**src/design/stok_pkg.sv**
```systemverilog
`timescale 1ns / 1ps

package stok_pkg;

  localparam int MaxResults = 3;

  // token kinds
  localparam logic [2:0] TkInt    = 3'd0;
  localparam logic [2:0] TkFloat  = 3'd1;
  localparam logic [2:0] TkIdent  = 3'd2;
  localparam logic [2:0] TkString = 3'd3;
  localparam logic [2:0] TkOper   = 3'd4;
  localparam logic [2:0] TkLparen = 3'd5;
  localparam logic [2:0] TkRparen = 3'd6;
  localparam logic [2:0] TkEnd    = 3'd7;

  // operator codes
  localparam logic [2:0] OpPlus   = 3'd0;
  localparam logic [2:0] OpMinus  = 3'd1;
  localparam logic [2:0] OpStar   = 3'd2;
  localparam logic [2:0] OpSlash  = 3'd3;
  localparam logic [2:0] OpAssign = 3'd4;
  localparam logic [2:0] OpEqual  = 3'd5;

  // event kinds
  localparam logic EvContent = 1'b0;
  localparam logic EvDone    = 1'b1;

  localparam logic [7:0] ChZero   = 8'h30;
  localparam logic [7:0] ChNine   = 8'h39;
  localparam logic [7:0] ChLowA   = 8'h61;
  localparam logic [7:0] ChLowZ   = 8'h7a;
  localparam logic [7:0] ChUpA    = 8'h41;
  localparam logic [7:0] ChUpZ    = 8'h5a;
  localparam logic [7:0] ChUnder  = 8'h5f;
  localparam logic [7:0] ChDot    = 8'h2e;
  localparam logic [7:0] ChQuote  = 8'h22;
  localparam logic [7:0] ChBslash = 8'h5c;
  localparam logic [7:0] ChPlus   = 8'h2b;
  localparam logic [7:0] ChMinus  = 8'h2d;
  localparam logic [7:0] ChStar   = 8'h2a;
  localparam logic [7:0] ChSlash  = 8'h2f;
  localparam logic [7:0] ChEq     = 8'h3d;
  localparam logic [7:0] ChLpar   = 8'h28;
  localparam logic [7:0] ChRpar   = 8'h29;
  localparam logic [7:0] ChLf     = 8'h0a;
  localparam logic [7:0] ChCr     = 8'h0d;
  localparam logic [7:0] ChLowN   = 8'h6e;
  localparam logic [7:0] ChLowR   = 8'h72;

  typedef struct packed {
    logic        event_kind;
    logic [2:0]  token_kind;
    logic [7:0]  char_value;
    logic [2:0]  operator_code;
    logic [31:0] int_part;
    logic [31:0] frac_part;
    logic [7:0]  frac_digits;
    logic [31:0] token_line;
  } res_t;

  function automatic res_t mk_res(input logic ev, input logic [2:0] tk,
                                  input logic [7:0] ch, input logic [2:0] op,
                                  input logic [31:0] ip, input logic [31:0] fp,
                                  input logic [7:0] fd, input logic [31:0] ln);
    res_t r;
    r.event_kind    = ev;
    r.token_kind    = tk;
    r.char_value    = ch;
    r.operator_code = op;
    r.int_part      = ip;
    r.frac_part     = fp;
    r.frac_digits   = fd;
    r.token_line    = ln;
    return r;
  endfunction

endpackage

```
**src/design/stok_step.sv**
```systemverilog
`timescale 1ns / 1ps

module stok_step (
  input  logic                clk,
  input  logic                rst,
  input  logic                accept,
  input  logic [7:0]          char_in,
  input  logic                end_of_input,
  output stok_pkg::res_t      res [stok_pkg::MaxResults],
  output logic [1:0]          res_cnt
);

  localparam logic [2:0] ModeIdle   = 3'd0;
  localparam logic [2:0] ModeInt    = 3'd1;
  localparam logic [2:0] ModeFloat  = 3'd2;
  localparam logic [2:0] ModeIdent  = 3'd3;
  localparam logic [2:0] ModeString = 3'd4;
  localparam logic [2:0] ModeEq     = 3'd5;

  logic [2:0]  scan_mode, scan_mode_next;
  logic        backslash_held, backslash_held_next;
  logic [31:0] int_accum, int_accum_next;
  logic [31:0] frac_accum, frac_accum_next;
  logic [7:0]  frac_count, frac_count_next;
  logic [31:0] line_count, line_count_next;
  logic [31:0] start_line, start_line_next;

  stok_pkg::res_t r [stok_pkg::MaxResults];
  logic [1:0]  n;
  logic        flush, rescan, fall;
  logic        is_digit, is_letter;
  logic [31:0] dig;
  logic [7:0]  c;

  assign c = char_in;
  assign is_digit  = (c >= stok_pkg::ChZero) && (c <= stok_pkg::ChNine);
  assign is_letter = ((c >= stok_pkg::ChLowA) && (c <= stok_pkg::ChLowZ)) ||
                     ((c >= stok_pkg::ChUpA) && (c <= stok_pkg::ChUpZ));
  assign dig = {24'b0, 8'(c - stok_pkg::ChZero)};

  always_comb begin
    for (int i = 0; i < stok_pkg::MaxResults; i++) begin
      r[i] = '0;
    end
    n = 2'd0;
    flush = 1'b0;
    rescan = 1'b0;
    fall = 1'b0;
    scan_mode_next      = scan_mode;
    backslash_held_next = backslash_held;
    int_accum_next      = int_accum;
    frac_accum_next     = frac_accum;
    frac_count_next     = frac_count;
    line_count_next     = line_count;
    start_line_next     = start_line;

    if (end_of_input) begin
      flush = 1'b1;
    end else begin
      case (scan_mode)
        ModeInt, ModeFloat: begin
          if (c == stok_pkg::ChDot) begin
            scan_mode_next = ModeFloat;
          end else if (is_digit) begin
            if (scan_mode == ModeFloat) begin
              frac_accum_next = (frac_accum << 3) + (frac_accum << 1) + dig;
              if (frac_count != 8'hff) frac_count_next = frac_count + 8'd1;
            end else begin
              int_accum_next = (int_accum << 3) + (int_accum << 1) + dig;
            end
          end else begin
            flush = 1'b1;
            rescan = 1'b1;
          end
        end
        ModeIdent: begin
          if (is_letter || is_digit || c == stok_pkg::ChUnder) begin
            r[n] = stok_pkg::mk_res(stok_pkg::EvContent, stok_pkg::TkIdent, c, 3'd0,
                                    32'd0, 32'd0, 8'd0, start_line);
            n = n + 2'd1;
          end else begin
            flush = 1'b1;
            rescan = 1'b1;
          end
        end
        ModeString: begin
          fall = 1'b1;
          if (backslash_held) begin
            backslash_held_next = 1'b0;
            if (c == stok_pkg::ChLowN || c == stok_pkg::ChLowR) begin
              r[n] = stok_pkg::mk_res(stok_pkg::EvContent, stok_pkg::TkString,
                                      (c == stok_pkg::ChLowN) ? stok_pkg::ChLf
                                                              : stok_pkg::ChCr,
                                      3'd0, 32'd0, 32'd0, 8'd0, start_line);
              n = n + 2'd1;
              fall = 1'b0;
            end else begin
              r[n] = stok_pkg::mk_res(stok_pkg::EvContent, stok_pkg::TkString,
                                      stok_pkg::ChBslash, 3'd0, 32'd0, 32'd0, 8'd0,
                                      start_line);
              n = n + 2'd1;
            end
          end
          if (fall) begin
            if (c == stok_pkg::ChQuote) begin
              r[n] = stok_pkg::mk_res(stok_pkg::EvDone, stok_pkg::TkString, 8'd0, 3'd0,
                                      32'd0, 32'd0, 8'd0, start_line);
              n = n + 2'd1;
              scan_mode_next      = ModeIdle;
              backslash_held_next = 1'b0;
              int_accum_next      = 32'd0;
              frac_accum_next     = 32'd0;
              frac_count_next     = 8'd0;
            end else if (c == stok_pkg::ChBslash) begin
              backslash_held_next = 1'b1;
            end else begin
              r[n] = stok_pkg::mk_res(stok_pkg::EvContent, stok_pkg::TkString, c, 3'd0,
                                      32'd0, 32'd0, 8'd0, start_line);
              n = n + 2'd1;
            end
          end
        end
        ModeEq: begin
          if (c == stok_pkg::ChEq) begin
            r[n] = stok_pkg::mk_res(stok_pkg::EvDone, stok_pkg::TkOper, 8'd0,
                                    stok_pkg::OpEqual, 32'd0, 32'd0, 8'd0, start_line);
            n = n + 2'd1;
            scan_mode_next = ModeIdle;
          end else begin
            flush = 1'b1;
            rescan = 1'b1;
          end
        end
        default: begin
          rescan = 1'b1;
        end
      endcase
    end

    // complete the pending token from the current state
    if (flush) begin
      case (scan_mode)
        ModeInt, ModeFloat: begin
          r[n] = stok_pkg::mk_res(stok_pkg::EvDone,
                                  (scan_mode == ModeInt) ? stok_pkg::TkInt
                                                         : stok_pkg::TkFloat,
                                  8'd0, 3'd0, int_accum, frac_accum, frac_count,
                                  start_line);
          n = n + 2'd1;
        end
        ModeIdent: begin
          r[n] = stok_pkg::mk_res(stok_pkg::EvDone, stok_pkg::TkIdent, 8'd0, 3'd0,
                                  32'd0, 32'd0, 8'd0, start_line);
          n = n + 2'd1;
        end
        ModeString: begin
          if (backslash_held) begin
            r[n] = stok_pkg::mk_res(stok_pkg::EvContent, stok_pkg::TkString,
                                    stok_pkg::ChBslash, 3'd0, 32'd0, 32'd0, 8'd0,
                                    start_line);
            n = n + 2'd1;
          end
          r[n] = stok_pkg::mk_res(stok_pkg::EvDone, stok_pkg::TkString, 8'd0, 3'd0,
                                  32'd0, 32'd0, 8'd0, start_line);
          n = n + 2'd1;
        end
        ModeEq: begin
          r[n] = stok_pkg::mk_res(stok_pkg::EvDone, stok_pkg::TkOper, 8'd0,
                                  stok_pkg::OpAssign, 32'd0, 32'd0, 8'd0, start_line);
          n = n + 2'd1;
        end
        default: begin
        end
      endcase
    end

    if (end_of_input) begin
      r[n] = stok_pkg::mk_res(stok_pkg::EvDone, stok_pkg::TkEnd, 8'd0, 3'd0,
                              32'd0, 32'd0, 8'd0, line_count);
      n = n + 2'd1;
      scan_mode_next      = ModeIdle;
      backslash_held_next = 1'b0;
      int_accum_next      = 32'd0;
      frac_accum_next     = 32'd0;
      frac_count_next     = 8'd0;
      line_count_next     = 32'd0;
      start_line_next     = 32'd0;
    end

    // scan this byte from idle; a new token starts on the current line
    if (rescan) begin
      scan_mode_next      = ModeIdle;
      backslash_held_next = 1'b0;
      int_accum_next      = 32'd0;
      frac_accum_next     = 32'd0;
      frac_count_next     = 8'd0;
      start_line_next     = line_count;
      if (is_digit) begin
        scan_mode_next = ModeInt;
        int_accum_next = dig;
      end else if (is_letter) begin
        scan_mode_next = ModeIdent;
        r[n] = stok_pkg::mk_res(stok_pkg::EvContent, stok_pkg::TkIdent, c, 3'd0,
                                32'd0, 32'd0, 8'd0, line_count);
        n = n + 2'd1;
      end else if (c == stok_pkg::ChQuote) begin
        scan_mode_next = ModeString;
      end else if (c == stok_pkg::ChEq) begin
        scan_mode_next = ModeEq;
      end else if (c == stok_pkg::ChPlus || c == stok_pkg::ChMinus ||
                   c == stok_pkg::ChStar || c == stok_pkg::ChSlash) begin
        r[n] = stok_pkg::mk_res(stok_pkg::EvDone, stok_pkg::TkOper, 8'd0,
                                (c == stok_pkg::ChPlus)  ? stok_pkg::OpPlus  :
                                (c == stok_pkg::ChMinus) ? stok_pkg::OpMinus :
                                (c == stok_pkg::ChStar)  ? stok_pkg::OpStar  :
                                                           stok_pkg::OpSlash,
                                32'd0, 32'd0, 8'd0, line_count);
        n = n + 2'd1;
      end else if (c == stok_pkg::ChLpar || c == stok_pkg::ChRpar) begin
        r[n] = stok_pkg::mk_res(stok_pkg::EvDone,
                                (c == stok_pkg::ChLpar) ? stok_pkg::TkLparen
                                                        : stok_pkg::TkRparen,
                                8'd0, 3'd0, 32'd0, 32'd0, 8'd0, line_count);
        n = n + 2'd1;
      end else if (c == stok_pkg::ChLf) begin
        line_count_next = line_count + 32'd1;
      end
    end
  end

  assign res     = r;
  assign res_cnt = n;

  always_ff @(posedge clk) begin
    if (rst) begin
      scan_mode      <= ModeIdle;
      backslash_held <= 1'b0;
      int_accum      <= 32'd0;
      frac_accum     <= 32'd0;
      frac_count     <= 8'd0;
      line_count     <= 32'd0;
      start_line     <= 32'd0;
    end else if (accept) begin
      scan_mode      <= scan_mode_next;
      backslash_held <= backslash_held_next;
      int_accum      <= int_accum_next;
      frac_accum     <= frac_accum_next;
      frac_count     <= frac_count_next;
      line_count     <= line_count_next;
      start_line     <= start_line_next;
    end
  end

endmodule

```
**src/design/stok_obuf.sv**
```systemverilog
`timescale 1ns / 1ps

module stok_obuf (
  input  logic           clk,
  input  logic           rst,
  input  logic           load,
  input  stok_pkg::res_t ld_res [stok_pkg::MaxResults],
  input  logic [1:0]     ld_cnt,
  output logic           in_ready,
  output logic           out_valid,
  input  logic           out_ready,
  output logic           out_last,
  output stok_pkg::res_t out_res
);

  stok_pkg::res_t slot [stok_pkg::MaxResults];
  logic [1:0] cnt;
  logic [1:0] idx;

  assign out_valid = (idx != cnt);
  assign out_last  = out_valid && (2'(idx + 2'd1) == cnt);
  // the last word may leave while the next item's words load behind it
  assign in_ready  = !out_valid || (out_last && out_ready);

  always_comb begin
    case (idx)
      2'd0:    out_res = slot[0];
      2'd1:    out_res = slot[1];
      default: out_res = slot[2];
    endcase
  end

  always_ff @(posedge clk) begin
    if (rst) begin
      cnt <= 2'd0;
      idx <= 2'd0;
    end else if (load) begin
      cnt <= ld_cnt;
      idx <= 2'd0;
    end else if (out_valid && out_ready) begin
      idx <= idx + 2'd1;
    end
  end

  always_ff @(posedge clk) begin
    if (load) begin
      slot <= ld_res;
    end
  end

endmodule

```
**src/design/source_tokenizer_top.sv**
```systemverilog
`timescale 1ns / 1ps
// Source tokenizer: one source byte per input word, token events out.
// Input channel s_*: s_tdata is the byte, s_tuser marks end of input (byte
// ignored). Output channel m_*: one event per word, content characters of
// identifiers and strings, then a completion word per token; END after an
// end-of-input word. m_tlast flags the last event caused by one input word.
// The first event of an input word is valid in the cycle after its accept.
// Throughput: one input word per cycle while each byte yields at most one
// event and m_tready is high; a byte yielding k events (k up to 3) holds
// the input until its last event leaves the single output port, which
// drains a three-entry result buffer. A byte with no events does not stall it.
// The input is ready while the buffer is empty or its last word is leaving,
// so a stalled receiver backs up to s_tready without losing events.
// Reset (rst, synchronous) clears the scanner state, the line count and
// the result buffer. An end-of-input word also returns the scanner to its
// reset state, line count included, for the next source.
// Number completions carry integer part, fraction digits and digit count;
// the consumer forms the float value.

module source_tokenizer_top (
  input  logic         clk,
  input  logic         rst,
  input  logic         s_tvalid,
  output logic         s_tready,
  input  logic [7:0]   s_tdata,   // [7:0] char_in
  input  logic [0:0]   s_tuser,   // [0] end_of_input
  output logic         m_tvalid,
  input  logic         m_tready,
  output logic [119:0] m_tdata,   // [7:0] char_value, [10:8] operator_code,
                                  // [42:11] int_part, [74:43] frac_part,
                                  // [82:75] frac_digits, [114:83] token_line
  output logic [3:0]   m_tuser,   // [0] event_kind, [3:1] token_kind
  output logic         m_tlast
);

  logic           accept;
  stok_pkg::res_t step_res [stok_pkg::MaxResults];
  logic [1:0]     step_cnt;
  stok_pkg::res_t out_res;

  assign accept = s_tvalid && s_tready;

  stok_step u_step (
    .clk          (clk),
    .rst          (rst),
    .accept       (accept),
    .char_in      (s_tdata),
    .end_of_input (s_tuser[0]),
    .res          (step_res),
    .res_cnt      (step_cnt)
  );

  stok_obuf u_obuf (
    .clk       (clk),
    .rst       (rst),
    .load      (accept),
    .ld_res    (step_res),
    .ld_cnt    (step_cnt),
    .in_ready  (s_tready),
    .out_valid (m_tvalid),
    .out_ready (m_tready),
    .out_last  (m_tlast),
    .out_res   (out_res)
  );

  assign m_tdata = {5'b0, out_res.token_line, out_res.frac_digits, out_res.frac_part,
                    out_res.int_part, out_res.operator_code, out_res.char_value};
  assign m_tuser = {out_res.token_kind, out_res.event_kind};

`ifndef NO_ASSERTIONS
  // a new word is only taken while the last pending event leaves
  a_accept_drained: assert property (@(posedge clk) disable iff (rst)
    (accept && m_tvalid) |-> (m_tready && m_tlast))
    else $error("input accepted while events still pending");

  // end of input always produces at least the END event
  a_eoi_emits: assert property (@(posedge clk) disable iff (rst)
    (accept && s_tuser[0]) |=> m_tvalid)
    else $error("no event after end of input");

  // END is always the final event of its input word
  a_end_last: assert property (@(posedge clk) disable iff (rst)
    (m_tvalid && m_tuser[3:1] == stok_pkg::TkEnd) |-> m_tlast)
    else $error("END event not flagged last");
`endif

endmodule
```
**config.mk**
```make
export PLATFORM = sky130hd
export DESIGN_NAME = source_tokenizer_top
export DESIGN_NICKNAME = d
export VERILOG_FILES = /design/src/design/stok_pkg.sv /design/src/design/stok_step.sv /design/src/design/stok_obuf.sv /design/src/design/source_tokenizer_top.sv
export SDC_FILE = /design/constraint.sdc
export NUM_CORES = 1
export LEC_CHECK = 0
export BUFFER_PORTS_ARGS = -buffer_cell sky130_fd_sc_hd__buf_4
export CAP_MARGIN = 30
export CORE_MARGIN = 2
export CORE_UTILIZATION = 50
export DETAILED_ROUTE_END_ITERATION = 10
export HOLD_SLACK_MARGIN = 0.15
export PLACE_DENSITY_LB_ADDON = 0.25
export SETUP_SLACK_MARGIN = 0.1
export SYNTH_ARGS = -nofsm -noshare
export SYNTH_HDL_FRONTEND = slang
export SYNTH_SLANG_ARGS = --single-unit
```
**constraint.sdc**
```tcl
create_clock -name clk -period 12.05 [get_ports clk]
set_input_delay 0.6025 -clock clk [delete_from_list [all_inputs] [get_ports clk]]
set_output_delay 0.6025 -clock clk [all_outputs]
set_load 0.03 [all_outputs]
```
==> results of run 1 <==
==> cell usage after synthesis, types with 11 or more instances <==
cell and n:
sky130_fd_sc_hd__nand4_1 18, sky130_fd_sc_hd__o21bai_1 14, sky130_fd_sc_hd__xor2_1 15, sky130_fd_sc_hd__o21ai_0 128, sky130_fd_sc_hd__fa_1 12, sky130_fd_sc_hd__a22o_1 42
sky130_fd_sc_hd__a211oi_1 19, sky130_fd_sc_hd__buf_1 14, sky130_fd_sc_hd__xnor2_1 43, sky130_fd_sc_hd__nor3_1 42, sky130_fd_sc_hd__a21oi_1 135, sky130_fd_sc_hd__nor4_1 12
sky130_fd_sc_hd__dfxtp_1 144, sky130_fd_sc_hd__clkbuf_1 133, sky130_fd_sc_hd__buf_6 15, sky130_fd_sc_hd__o21ai_1 11, sky130_fd_sc_hd__or2_2 11, sky130_fd_sc_hd__o21a_1 14
sky130_fd_sc_hd__nand2_1 589, sky130_fd_sc_hd__nor2b_1 11, sky130_fd_sc_hd__buf_4 17, sky130_fd_sc_hd__a31oi_1 19, sky130_fd_sc_hd__buf_2 27, sky130_fd_sc_hd__nand3_1 72
sky130_fd_sc_hd__o211ai_1 11, sky130_fd_sc_hd__edfxtp_1 357, sky130_fd_sc_hd__a21o_1 42, sky130_fd_sc_hd__and2_1 14, sky130_fd_sc_hd__or3_1 12, sky130_fd_sc_hd__ha_1 131
sky130_fd_sc_hd__nand2b_1 11, sky130_fd_sc_hd__inv_1 77, sky130_fd_sc_hd__and3_1 21, sky130_fd_sc_hd__nor2_1 356, sky130_fd_sc_hd__a22oi_1 154
==> placed cells by master, fill, tap and decap left out, types with 11 or more instances in the layout <==
master,netlist,routed
sky130_fd_sc_hd__dfxtp_1,144,144
sky130_fd_sc_hd__edfxtp_1,357,357
sky130_fd_sc_hd__fa_1,12,12
sky130_fd_sc_hd__nor3_1,42,41
sky130_fd_sc_hd__xnor2_1,43,43
sky130_fd_sc_hd__nor2b_1,11,11
sky130_fd_sc_hd__nand4_1,18,18
sky130_fd_sc_hd__xor2_1,15,15
sky130_fd_sc_hd__clkbuf_8,0,11
sky130_fd_sc_hd__ha_1,131,129
sky130_fd_sc_hd__clkbuf_16,0,55
sky130_fd_sc_hd__nand2b_1,11,11
sky130_fd_sc_hd__o211ai_1,11,11
sky130_fd_sc_hd__o21a_1,14,14
sky130_fd_sc_hd__o21ai_0,128,128
sky130_fd_sc_hd__inv_1,77,77
sky130_fd_sc_hd__nor2_1,356,354
sky130_fd_sc_hd__or3_1,12,11
sky130_fd_sc_hd__or2_2,11,12
sky130_fd_sc_hd__a22o_1,42,42
sky130_fd_sc_hd__nor4_1,12,12
sky130_fd_sc_hd__nand2_1,589,589
sky130_fd_sc_hd__o21bai_1,14,14
sky130_fd_sc_hd__a211oi_1,19,19
sky130_fd_sc_hd__clkinv_2,0,12
sky130_fd_sc_hd__o21ai_1,11,11
sky130_fd_sc_hd__and3_1,21,21
sky130_fd_sc_hd__and2_1,14,14
sky130_fd_sc_hd__a21oi_1,135,135
sky130_fd_sc_hd__buf_4,17,166
sky130_fd_sc_hd__a21o_1,42,42
sky130_fd_sc_hd__nand3_1,72,72
sky130_fd_sc_hd__a31oi_1,19,18
sky130_fd_sc_hd__a22oi_1,154,154
==> stage by stage <==
step	instances	utilization, %	instance area, sq um
floorplan	2921	-	27400
global placement	3575	53.0	28700
detailed placement	3580	53.1	28700
CTS	3680	56.7	30600
global route	3684	56.9	30700
finish	3685	56.9	30700
==> power by group <==
group	total (uW)	internal (uW)	leakage [uW]	switching [uW]
Clock	1770	1080	0.000954	693
Sequential	2660	2510	0.00471	152
Combinational	2970	835	0.00621	2130
==> metal layers <==
metal / GRT usage [%] / vias up
met5: 0 / -
met4: 9.22 / 2
met3: 4.44 / 140
met2: 41.5 / 750
met1: 34.3 / 10600
li1: - / 10500
==> registers in the layout, indices dropped and copies added, names as in the netlist <==
name,cells
u_step.frac_count,8
u_step.int_accum,32
u_step.start_line,32
u_step.scan_mode,3
u_obuf.slot,357
u_step.frac_accum,32
u_obuf.idx,2
u_obuf.cnt,2
u_step.line_count,32
u_step.backslash_held,1
==> worst max-delay path by stage <==
stage	endpoint	slack, ns	cells past startpoint
2_1_floorplan	u_step.line_count[27]	4.60	9
3_3_place_gp	u_obuf.slot[312]	4.69	25
3_5_place_dp	u_obuf.slot[284]	4.48	25
4_1_cts	u_obuf.slot[318]	5.01	24
5_1_grt	u_obuf.slot[305]	4.61	25
6_report	u_obuf.slot[318]	5.12	25
==> area by class of cell <==
type / instances / share of cell area (%)
Sequential cell: 501 / 44.3
Multi-Input combinational cell: 2135 / 41.2
Clock buffer: 70 / 5.02
Timing Repair Buffer: 173 / 4.48
Tap cell: 696 / 2.83
Clock inverter: 30 / 1.24
Inverter: 78 / 0.977
Antenna cell: 2 / 0.0163
==> critical path: stages, from the launching register on <==
cell,delay [ns]
sky130_fd_sc_hd__dfxtp_1,0.64
sky130_fd_sc_hd__nor3b_2,0.26
sky130_fd_sc_hd__buf_4,0.24
sky130_fd_sc_hd__nand2_1,0.26
sky130_fd_sc_hd__o22ai_1,0.34
sky130_fd_sc_hd__nor4_1,0.11
sky130_fd_sc_hd__a211oi_2,0.40
sky130_fd_sc_hd__inv_1,0.14
sky130_fd_sc_hd__ha_1,0.32
sky130_fd_sc_hd__nand2_1,0.06
sky130_fd_sc_hd__o21a_1,0.18
sky130_fd_sc_hd__ha_1,0.29
sky130_fd_sc_hd__a22oi_1,0.07
sky130_fd_sc_hd__o21ai_0,0.33
sky130_fd_sc_hd__inv_1,0.12
sky130_fd_sc_hd__ha_1,0.30
sky130_fd_sc_hd__nand2_1,0.05
sky130_fd_sc_hd__o21ai_0,0.20
sky130_fd_sc_hd__ha_1,0.36
sky130_fd_sc_hd__inv_1,0.14
sky130_fd_sc_hd__o31ai_4,0.24
sky130_fd_sc_hd__buf_4,0.55
sky130_fd_sc_hd__or3b_2,0.23
sky130_fd_sc_hd__buf_4,0.28
sky130_fd_sc_hd__buf_16,0.27
sky130_fd_sc_hd__nor2_1,0.10
==> logic make-up after synthesis <==
| group | Yosys count | synth area share, % |
|---|---|---|
| buf+inv | 285 | 4.68 |
| simple gates | 1222 | 19.2 |
| flops | 501 | 49.7 |
| mux | 12 | 0.448 |
| other cells | 1 | 0.0137 |
| fa+ha+maj | 144 | 6.90 |
| compound gates | 693 | 17.2 |
| xor+xnor | 58 | 1.86 |
==> flow_summary.yaml, run 1 <==
global_route:
  grt_pass1_vias: 21500
  grt_first_pass_wirelength_um: 115000
  grt_start_max_net_pins: 83
  grt_antenna_before_repair: 2
  overall_global_routing_resource_usage_pct: 25.5
  global_route.overflow_total: 0
power_and_ir_drop:
  power-per-cell-area_mw_per_mm2: 241
  ir_worst_vdd_mv: 0.188
  leakagePower_uw: 0.0119
  finalPower_uw: 7390
timing:
  worst_slack_ns: 5.12
  whs_ns: 0.373
  totalNegativeSetupSlack_ns: 0
  fin_crit_ns: 6.93
  finalCritPeriodShare_pct: 57.5
  tightest_slew_ns: 1.06
  drv_slew: 0
  setup-violations-final: 0
  finalHoldViolCount: 0
  final.setup_skew_ns: 0.0242
  worst_slew_margin_rel_pct: 29.1
  max_freq_mhz: 144
  grt_setup_unrepaired: "false"
final_layout:
  n_fill_cell: 4678
  multi_input_logic_area_sq_mm: 0.0126
  fraction_of_final_layout_cells_with_drive_strength_greater_than_1_pct: 10.7
  area_growth_from_synthesis_to_layout_pct: 12.2
  area.sequential_sq_mm: 0.0136
  final_net_count: 3098
clocking:
  cts_root_buf: "sky130_fd_sc_hd__clkbuf_16"
  tritoncts_sinks: 501
  worst_skew_pair.late_latency_ns: 0.61
  cts_tree: "yes"
  numCtsBuffers: 53
  path_clk_slew_ns: 0.07
  cts_setup_buffers: 0
  cts-htree-levels: 2
  cts.hold.buffers_added: 0
  ctsLongestPathBuffers: 3
  cts.repair.resized: 0
setup_path:
  setup.worst_path.start_class: "flip-flop"
  r2r_slack_ns: 5.12
  worstReg2RegEnd: "u_obuf.slot[318]"
  crit_arrival_ns: 7.26
  cp_data_required_time_ns: 12.38
  worst-path-max-fanout: 66
  critical_path_class: "flip-flop to flip-flop"
  worstRegToRegCells: 25
  critPathLaunch: "u_step.scan_mode[2]"
  timing.rr.start: "u_step.scan_mode[2]"
  endpoint_kind: "flip-flop"
placement:
  routabilityCongestion: 0.886
  detailedPlacementHpwl_um: 46600
  buffer_ports.inserted: 134
  place_ws_ns: 4.48
synth:
  ys_seq_area_share_pct: 49.7
  yosys.area.top_type: "sky130_fd_sc_hd__edfxtp_1"
  synth.top_cells.by_area: "sky130_fd_sc_hd__edfxtp_1 39%, sky130_fd_sc_hd__dfxtp_1 11%, sky130_fd_sc_hd__nand2_1 8.1%"
  synth.cell_area_sq_mm: 0.0274
  ys_async_sr_fraction_pct: 0
  yosys.cell_types.count: 92
  post-synth-top-area-fraction_pct: 39.2
  synth_enable_flop_cells: 357
  syn-mean-instance-area_sq_um: 9.39
  ys_seq_elements: 501
  number_of_instances_in_the_synthesized_netlist: 2916
  synthesis.yosys.warnings: 0
  synth_flop_cell: "sky130_fd_sc_hd__edfxtp_1"
worst_hold_path:
  min_delay_path_depth: 3
  min-delay-path-class: "input pin to flip-flop"
  min_to: "u_step.int_accum[0]"
  holdCritStartpoint: "s_tdata[0]"
routing:
  avgViaCountPerCell: 5.98
  dr.first_iter.drc_count: 2079
  post_dr_wirelength_cell_um: 20.0
  route.met3.wl_um: 4790
  routedLengthMet1_um: 32500
  detailroute.via_count: 22000
  drt.antenna.violating_nets: 0
  drc: 0
  postRouteWirelength_um: 73600
  drt_pre_antenna_iters: 5
  met2WireLength_um: 34100
  highest_layer: "met5"
run:
  drv_cap: 0
floorplan:
  fp.dieW_um: 238
  floorplan.die.height_um: 238
  fp.dieArea_sq_mm: 0.0566
  ioPinCount: 140
  core_sq_mm: 0.0540
  placementRows: 85
  start_util_pct: 50.7
run_status:
  outcome: "finished clean"
Note: power is estimated with default switching activity, not from simulation.
==> run 2, diff against run 1 <==
clock period = 7 ns   (was 12.05 ns; I/O delays follow)
==> flow_summary.yaml, run 2 (same netlist as run 1, synthesis figures left out) <==
setup_path:
  critical_path_class: "input pin to flip-flop"
  crit_arrival_ns: 6.78
  most_used_cell_cp: "sky130_fd_sc_hd__ha_1"
  timing.critical_path.buf_inv: 8
  worstRegToRegCells: 22
  critPathLaunch: "s_tdata[4]"
  cp_data_required_time_ns: 7.34
  r2r_slack_ns: 0.85
  path_delay_family: "buffers and inverters"
  timing.critical_path.slowest_stage_cell: "sky130_fd_sc_hd__dlygate4sd3_1"
  setup.worst_path.start_class: "input pin"
  worst-path-max-fanout: 33
  crit_path_max_incr_delay_ns: 0.57
  worstReg2RegEnd: "u_obuf.slot[13]"
  timing.rr.start: "u_step.scan_mode[2]"
  endpoint_kind: "flip-flop"
floorplan:
  fp.dieW_um: 238
  placementRows: 85
  ioPinCount: 140
  fp.dieArea_sq_mm: 0.0566
  start_util_pct: 50.7
  core_sq_mm: 0.0540
  floorplan.die.height_um: 238
power_and_ir_drop:
  ir_worst_vdd_mv: 0.279
  power-per-cell-area_mw_per_mm2: 407
  finalPower_uw: 12500
  leakagePower_uw: 0.0118
global_route:
  grt_antenna_before_repair: 1
  grt_first_pass_wirelength_um: 117000
  global_route.overflow_total: 0
  grt_start_max_net_pins: 85
  grt_pass1_vias: 21500
  overall_global_routing_resource_usage_pct: 25.7
clocking:
  cts_root_buf: "sky130_fd_sc_hd__clkbuf_16"
  numCtsBuffers: 54
  cts_tree: "yes"
  cts-htree-levels: 2
  worst_skew_pair.late_latency_ns: 0.61
  tritoncts_sinks: 501
  ctsLongestPathBuffers: 3
  path_clk_slew_ns: 0.06
routing:
  detailroute.via_count: 22200
  drt_pre_antenna_iters: 6
  avgViaCountPerCell: 6.00
  drc: 0
  postRouteWirelength_um: 73800
  drt.antenna.violating_nets: 0
  dr.first_iter.drc_count: 2154
  post_dr_wirelength_cell_um: 19.9
timing:
  totalNegativeSetupSlack_ns: 0
  worst_slew_margin_rel_pct: 34.8
  finalHoldViolCount: 0
  setup-violations-final: 0
  fin_crit_ns: 6.44
  final.setup_skew_ns: 0.0189
  finalCritPeriodShare_pct: 92.0
  grt_setup_unrepaired: "false"
  max_freq_mhz: 155
  drv_slew: 0
  tightest_slew_ns: 0.975
final_layout:
  mostFrequentLayoutCells: "588 x sky130_fd_sc_hd__nand2_1, 357 x sky130_fd_sc_hd__edfxtp_1, 354 x sky130_fd_sc_hd__nor2_1"
  final_net_count: 3113
  registers.top_by_ff_count: "u_obuf.slot"
  area.sequential_sq_mm: 0.0136
  multi_input_logic_area_sq_mm: 0.0126
  n_fill_cell: 4681
  number_of_flip_flops_under_the_largest_register_name: 357
  area_growth_from_synthesis_to_layout_pct: 12.0
  diodes: 0
  layout.cells.most_common: "sky130_fd_sc_hd__nand2_1"
  fraction_of_final_layout_cells_with_drive_strength_greater_than_1_pct: 10.5
worst_hold_path:
  holdCritStartpoint: "m_tready"
  min_to: "u_obuf.idx[1]"
  min-delay-path-class: "input pin to flip-flop"
  min_delay_path_depth: 4
placement:
  routabilityCongestion: 0.912
  buffer_ports.inserted: 134
  detailedPlacementHpwl_um: 46500
run:
  drv_cap: 0
run_status:
  outcome: "finished clean"
run 2: stage by stage:
step	hold WS, ns	instances	setup slack (ns)	utilization (%)	area (sq um)
global route	0.200	3699	0.219	56.8	30700
global placement	0.448	3584	0.630	53.2	28700
CTS	0.167	3696	0.509	56.6	30600
detailed placement	0.466	3589	0.405	53.3	28800
finish	0.188	3699	0.561	56.8	30700
floorplan	0.425	2921	1.73	-	27400
run 2: worst register-to-register path: stages, from the launching register on:
cell and delay [ns]:
sky130_fd_sc_hd__dfxtp_1 0.68, sky130_fd_sc_hd__nand2_1 0.45, sky130_fd_sc_hd__nor3_1 0.45, sky130_fd_sc_hd__nor4_1 0.12
sky130_fd_sc_hd__a211oi_2 0.40, sky130_fd_sc_hd__inv_1 0.15, sky130_fd_sc_hd__ha_1 0.33, sky130_fd_sc_hd__nand2_1 0.06
sky130_fd_sc_hd__o21a_1 0.14, sky130_fd_sc_hd__ha_1 0.29, sky130_fd_sc_hd__a22oi_1 0.07, sky130_fd_sc_hd__o21ai_0 0.31
sky130_fd_sc_hd__inv_1 0.11, sky130_fd_sc_hd__ha_1 0.30, sky130_fd_sc_hd__nand2_1 0.06, sky130_fd_sc_hd__o21ai_0 0.18
sky130_fd_sc_hd__inv_1 0.12, sky130_fd_sc_hd__ha_1 0.33, sky130_fd_sc_hd__a31o_1 0.21, sky130_fd_sc_hd__buf_4 0.47
sky130_fd_sc_hd__nor3_4 0.08, sky130_fd_sc_hd__buf_4 0.30, sky130_fd_sc_hd__a22o_1 0.27
run 2: what timing repair did:
action	CTS	global route
hold buffers	5	0
setup endpoints to repair	0	73
setup buffers	0	0
resized for setup	0	2
endpoints found under the hold margin	5	0
run 2: cell type report:
class                      instances  share of cell area (%)
clock inverter                    29                   0.555
multi-input combinational       2135                    41.2
inverter                          78                   0.979
timing repair buffer             187                    4.97
tap                              696                    2.84
clock buffer                      73                    5.08
sequential                       501                    44.4
run 2: worst max-delay path by stage:
stage | end | cells after the start
2_1_floorplan | u_obuf.slot[158] | 29
3_3_place_gp | u_obuf.slot[312] | 28
3_5_place_dp | u_obuf.slot[314] | 24
4_1_cts | u_obuf.slot[285] | 25
5_1_grt | u_obuf.slot[258] | 27
6_report | u_obuf.slot[13] | 29
run 2: layer usage:
| metal | vias up | global-route usage (%) | routed length [um] |
|---|---|---|---|
| li1 | 10500 | - | - |
| met1 | 10800 | 35.1 | 32500 |
| met2 | 741 | 42.7 | 34900 |
| met3 | 123 | 3.98 | 4670 |
| met4 | 2 | 7.23 | 1710 |
| met5 | - | 0 | 13 |
run 2: where the power goes:
group	total (uW)	internal, uW	switching (uW)
clock network	2760	1590	1170
logic	5160	1470	3680
registers	4570	4310	260
total	12500	7370	5110
==> run 3, diff against run 2 <==
CORE_UTILIZATION = 62   (was 50)
==> flow_summary.yaml, run 3 (same netlist as run 1, synthesis figures left out) <==
clocking:
  tritoncts_sinks: 501
  cts_setup_buffers: 0
  path_clk_slew_ns: 0.06
  cts_root_buf: "sky130_fd_sc_hd__clkbuf_16"
  numCtsBuffers: 51
  cts-htree-levels: 2
  worst_skew_pair.late_latency_ns: 0.61
  cts_tree: "yes"
  ctsLongestPathBuffers: 3
routing:
  postRouteWirelength_um: 74000
  post_dr_wirelength_cell_um: 20.7
  drc: 0
  dr.first_iter.drc_count: 2318
  drt.antenna.violating_nets: 0
  detailroute.via_count: 22700
  avgViaCountPerCell: 6.33
  drt_pre_antenna_iters: 6
final_layout:
  final_net_count: 3106
  multi_input_logic_area_sq_mm: 0.0126
  layout.cells.most_common: "sky130_fd_sc_hd__nand2_1"
  n_fill_cell: 3242
  registers.top_by_ff_count: "u_obuf.slot"
  area_growth_from_synthesis_to_layout_pct: 11.7
  area.sequential_sq_mm: 0.0136
  number_of_flip_flops_under_the_largest_register_name: 357
  fraction_of_final_layout_cells_with_drive_strength_greater_than_1_pct: 10.5
  mostFrequentLayoutCells: "589 x sky130_fd_sc_hd__nand2_1, 357 x sky130_fd_sc_hd__edfxtp_1, 354 x sky130_fd_sc_hd__nor2_1"
  final_area_sq_mm: 0.0306
setup_path:
  endpoint_kind: "flip-flop"
  r2r_slack_ns: 0.68
  cp_data_required_time_ns: 7.31
  critical_path_class: "input pin to flip-flop"
  timing.rr.start: "u_step.scan_mode[2]"
  setup.worst_path.start_class: "input pin"
  worst-path-max-fanout: 73
  crit_arrival_ns: 6.77
  worstReg2RegEnd: "u_obuf.slot[189]"
  worstRegToRegCells: 22
timing:
  setup-violations-final: 0
  fin_crit_ns: 6.46
  worst_slew_margin_rel_pct: 32.3
  final.setup_skew_ns: 0.0288
  totalNegativeSetupSlack_ns: 0
  max_freq_mhz: 155
  tightest_slew_ns: 1.02
  grt_setup_unrepaired: "false"
  finalHoldViolCount: 0
  drv_slew: 0
  finalCritPeriodShare_pct: 92.3
power_and_ir_drop:
  pwr-share-comb_pct: 40.8
  leakagePower_uw: 0.0119
  power-per-cell-area_mw_per_mm2: 415
  clkPwrFrac_pct: 23.2
  intPower_uw: 7570
  total_switching_power_uw: 5120
  switching_share_pct: 40.4
  seq_power_share_pct: 36.1
  ir_worst_vdd_mv: 0.332
global_route:
  grt.met3_usage_pct: 4.98
  groute.layer.met2.usage_pct: 52.5
  overall_global_routing_resource_usage_pct: 31.6
  grt_antenna_before_repair: 3
  grt_first_pass_wirelength_um: 117000
  grt-busiest-layer: "met2"
  global_route.overflow_total: 0
  grtUsageMet1_pct: 42.3
  grt_pass1_vias: 22400
  grt_start_max_net_pins: 86
floorplan:
  fp.dieArea_sq_mm: 0.0459
  fp.dieW_um: 214
  start_util_pct: 63.1
  ioPinCount: 140
  placementRows: 76
  floorplan.die.height_um: 214
  core_sq_mm: 0.0434
worst_hold_path:
  min_to: "u_obuf.idx[1]"
  min_delay_path_depth: 4
  min-delay-path-class: "input pin to flip-flop"
  holdCritStartpoint: "m_tready"
run_status:
  outcome: "finished clean"
placement:
  buffer_ports.inserted: 134
  routabilityCongestion: 0.939
  placedInstanceArea_sq_mm: 0.0287
  detailedPlacementHpwl_um: 47000
run:
  drv_cap: 0
run 3: power by group through the flow:
stage               clock network [uW]  registers (uW)  logic [uW]
floorplan                            0            4660        3300
global placement                     0            4580        4970
detailed placement                   0            4640        5100
CTS                               2960            4580        5120
global route                      3080            4660        5510
finish                            2940            4580        5180
run 3: worst max-delay path by stage:
stage	end	from	slack [ns]	cells after the start
final	u_obuf.slot[189]	s_tdata[0]	0.54	24
after detailed placement	u_obuf.slot[202]	s_tdata[5]	0.42	28
after global placement	u_obuf.slot[177]	s_tdata[4]	0.71	24
after CTS	u_obuf.slot[189]	s_tdata[0]	0.64	24
after floorplan	u_obuf.slot[158]	s_tdata[5]	1.73	29
after global routing	u_obuf.slot[221]	s_tdata[0]	0.13	24
run 3: area by class of cell:
cell class | instances | share of cell area [%]
diodes | 3 | 0.0245
multi-input cells | 2135 | 41.3
clock inverters | 25 | 1.16
repair buffers | 183 | 4.87
inverters | 78 | 0.982
clock buffers | 71 | 4.82
flip-flops and latches | 501 | 44.5
well taps | 585 | 2.39
run 3: repair_timing:
item	in CTS	in global routing
hold buffers	1	0
endpoints found under the setup margin	0	0
resized for setup	0	0
endpoints found under the hold margin	1	0
run 3: per-stage QoR:
stage                     util (%)  std cells  worst slack (ns)  power, uW  hold slack, ns
final                         70.6       3581             0.537      12700           0.170
after CTS                     70.4       3576             0.644      12700           0.158
after detailed placement      66.2       3479             0.424       9730           0.444
after floorplan                  -       2921              1.73       7960           0.425
after global placement        65.9       3472             0.707       9550           0.443
after global routing          70.5       3579             0.135      13200           0.178
run 3: layer usage:
layer / part of all wire, % / vias up / wire, um
li1: - / 10500 / -
met1: 41 / 11000 / 30400
met2: 48 / 1037 / 35600
met3: 8.2 / 151 / 6040
met4: 2.6 / 0 / 1940
met5: 0 / - / 0
run 3: worst max-delay path: stages:
cell	delay (ns)
sky130_fd_sc_hd__dlygate4sd3_1	0.56
sky130_fd_sc_hd__buf_4	0.20
sky130_fd_sc_hd__nor4_4	0.32
sky130_fd_sc_hd__a22oi_1	0.17
sky130_fd_sc_hd__nor3_1	0.72
sky130_fd_sc_hd__nor4_1	0.13
sky130_fd_sc_hd__a211oi_2	0.41
sky130_fd_sc_hd__inv_1	0.14
sky130_fd_sc_hd__ha_1	0.32
sky130_fd_sc_hd__nand2_1	0.06
sky130_fd_sc_hd__o21a_1	0.14
sky130_fd_sc_hd__ha_1	0.28
sky130_fd_sc_hd__a22oi_1	0.08
sky130_fd_sc_hd__o21ai_0	0.33
sky130_fd_sc_hd__inv_1	0.12
sky130_fd_sc_hd__ha_1	0.29
sky130_fd_sc_hd__nand2_1	0.04
sky130_fd_sc_hd__o21ai_0	0.22
sky130_fd_sc_hd__ha_1	0.38
sky130_fd_sc_hd__inv_1	0.13
sky130_fd_sc_hd__o31ai_4	0.26
sky130_fd_sc_hd__or3_2	0.14
sky130_fd_sc_hd__buf_4	0.73
sky130_fd_sc_hd__nor2_1	0.15
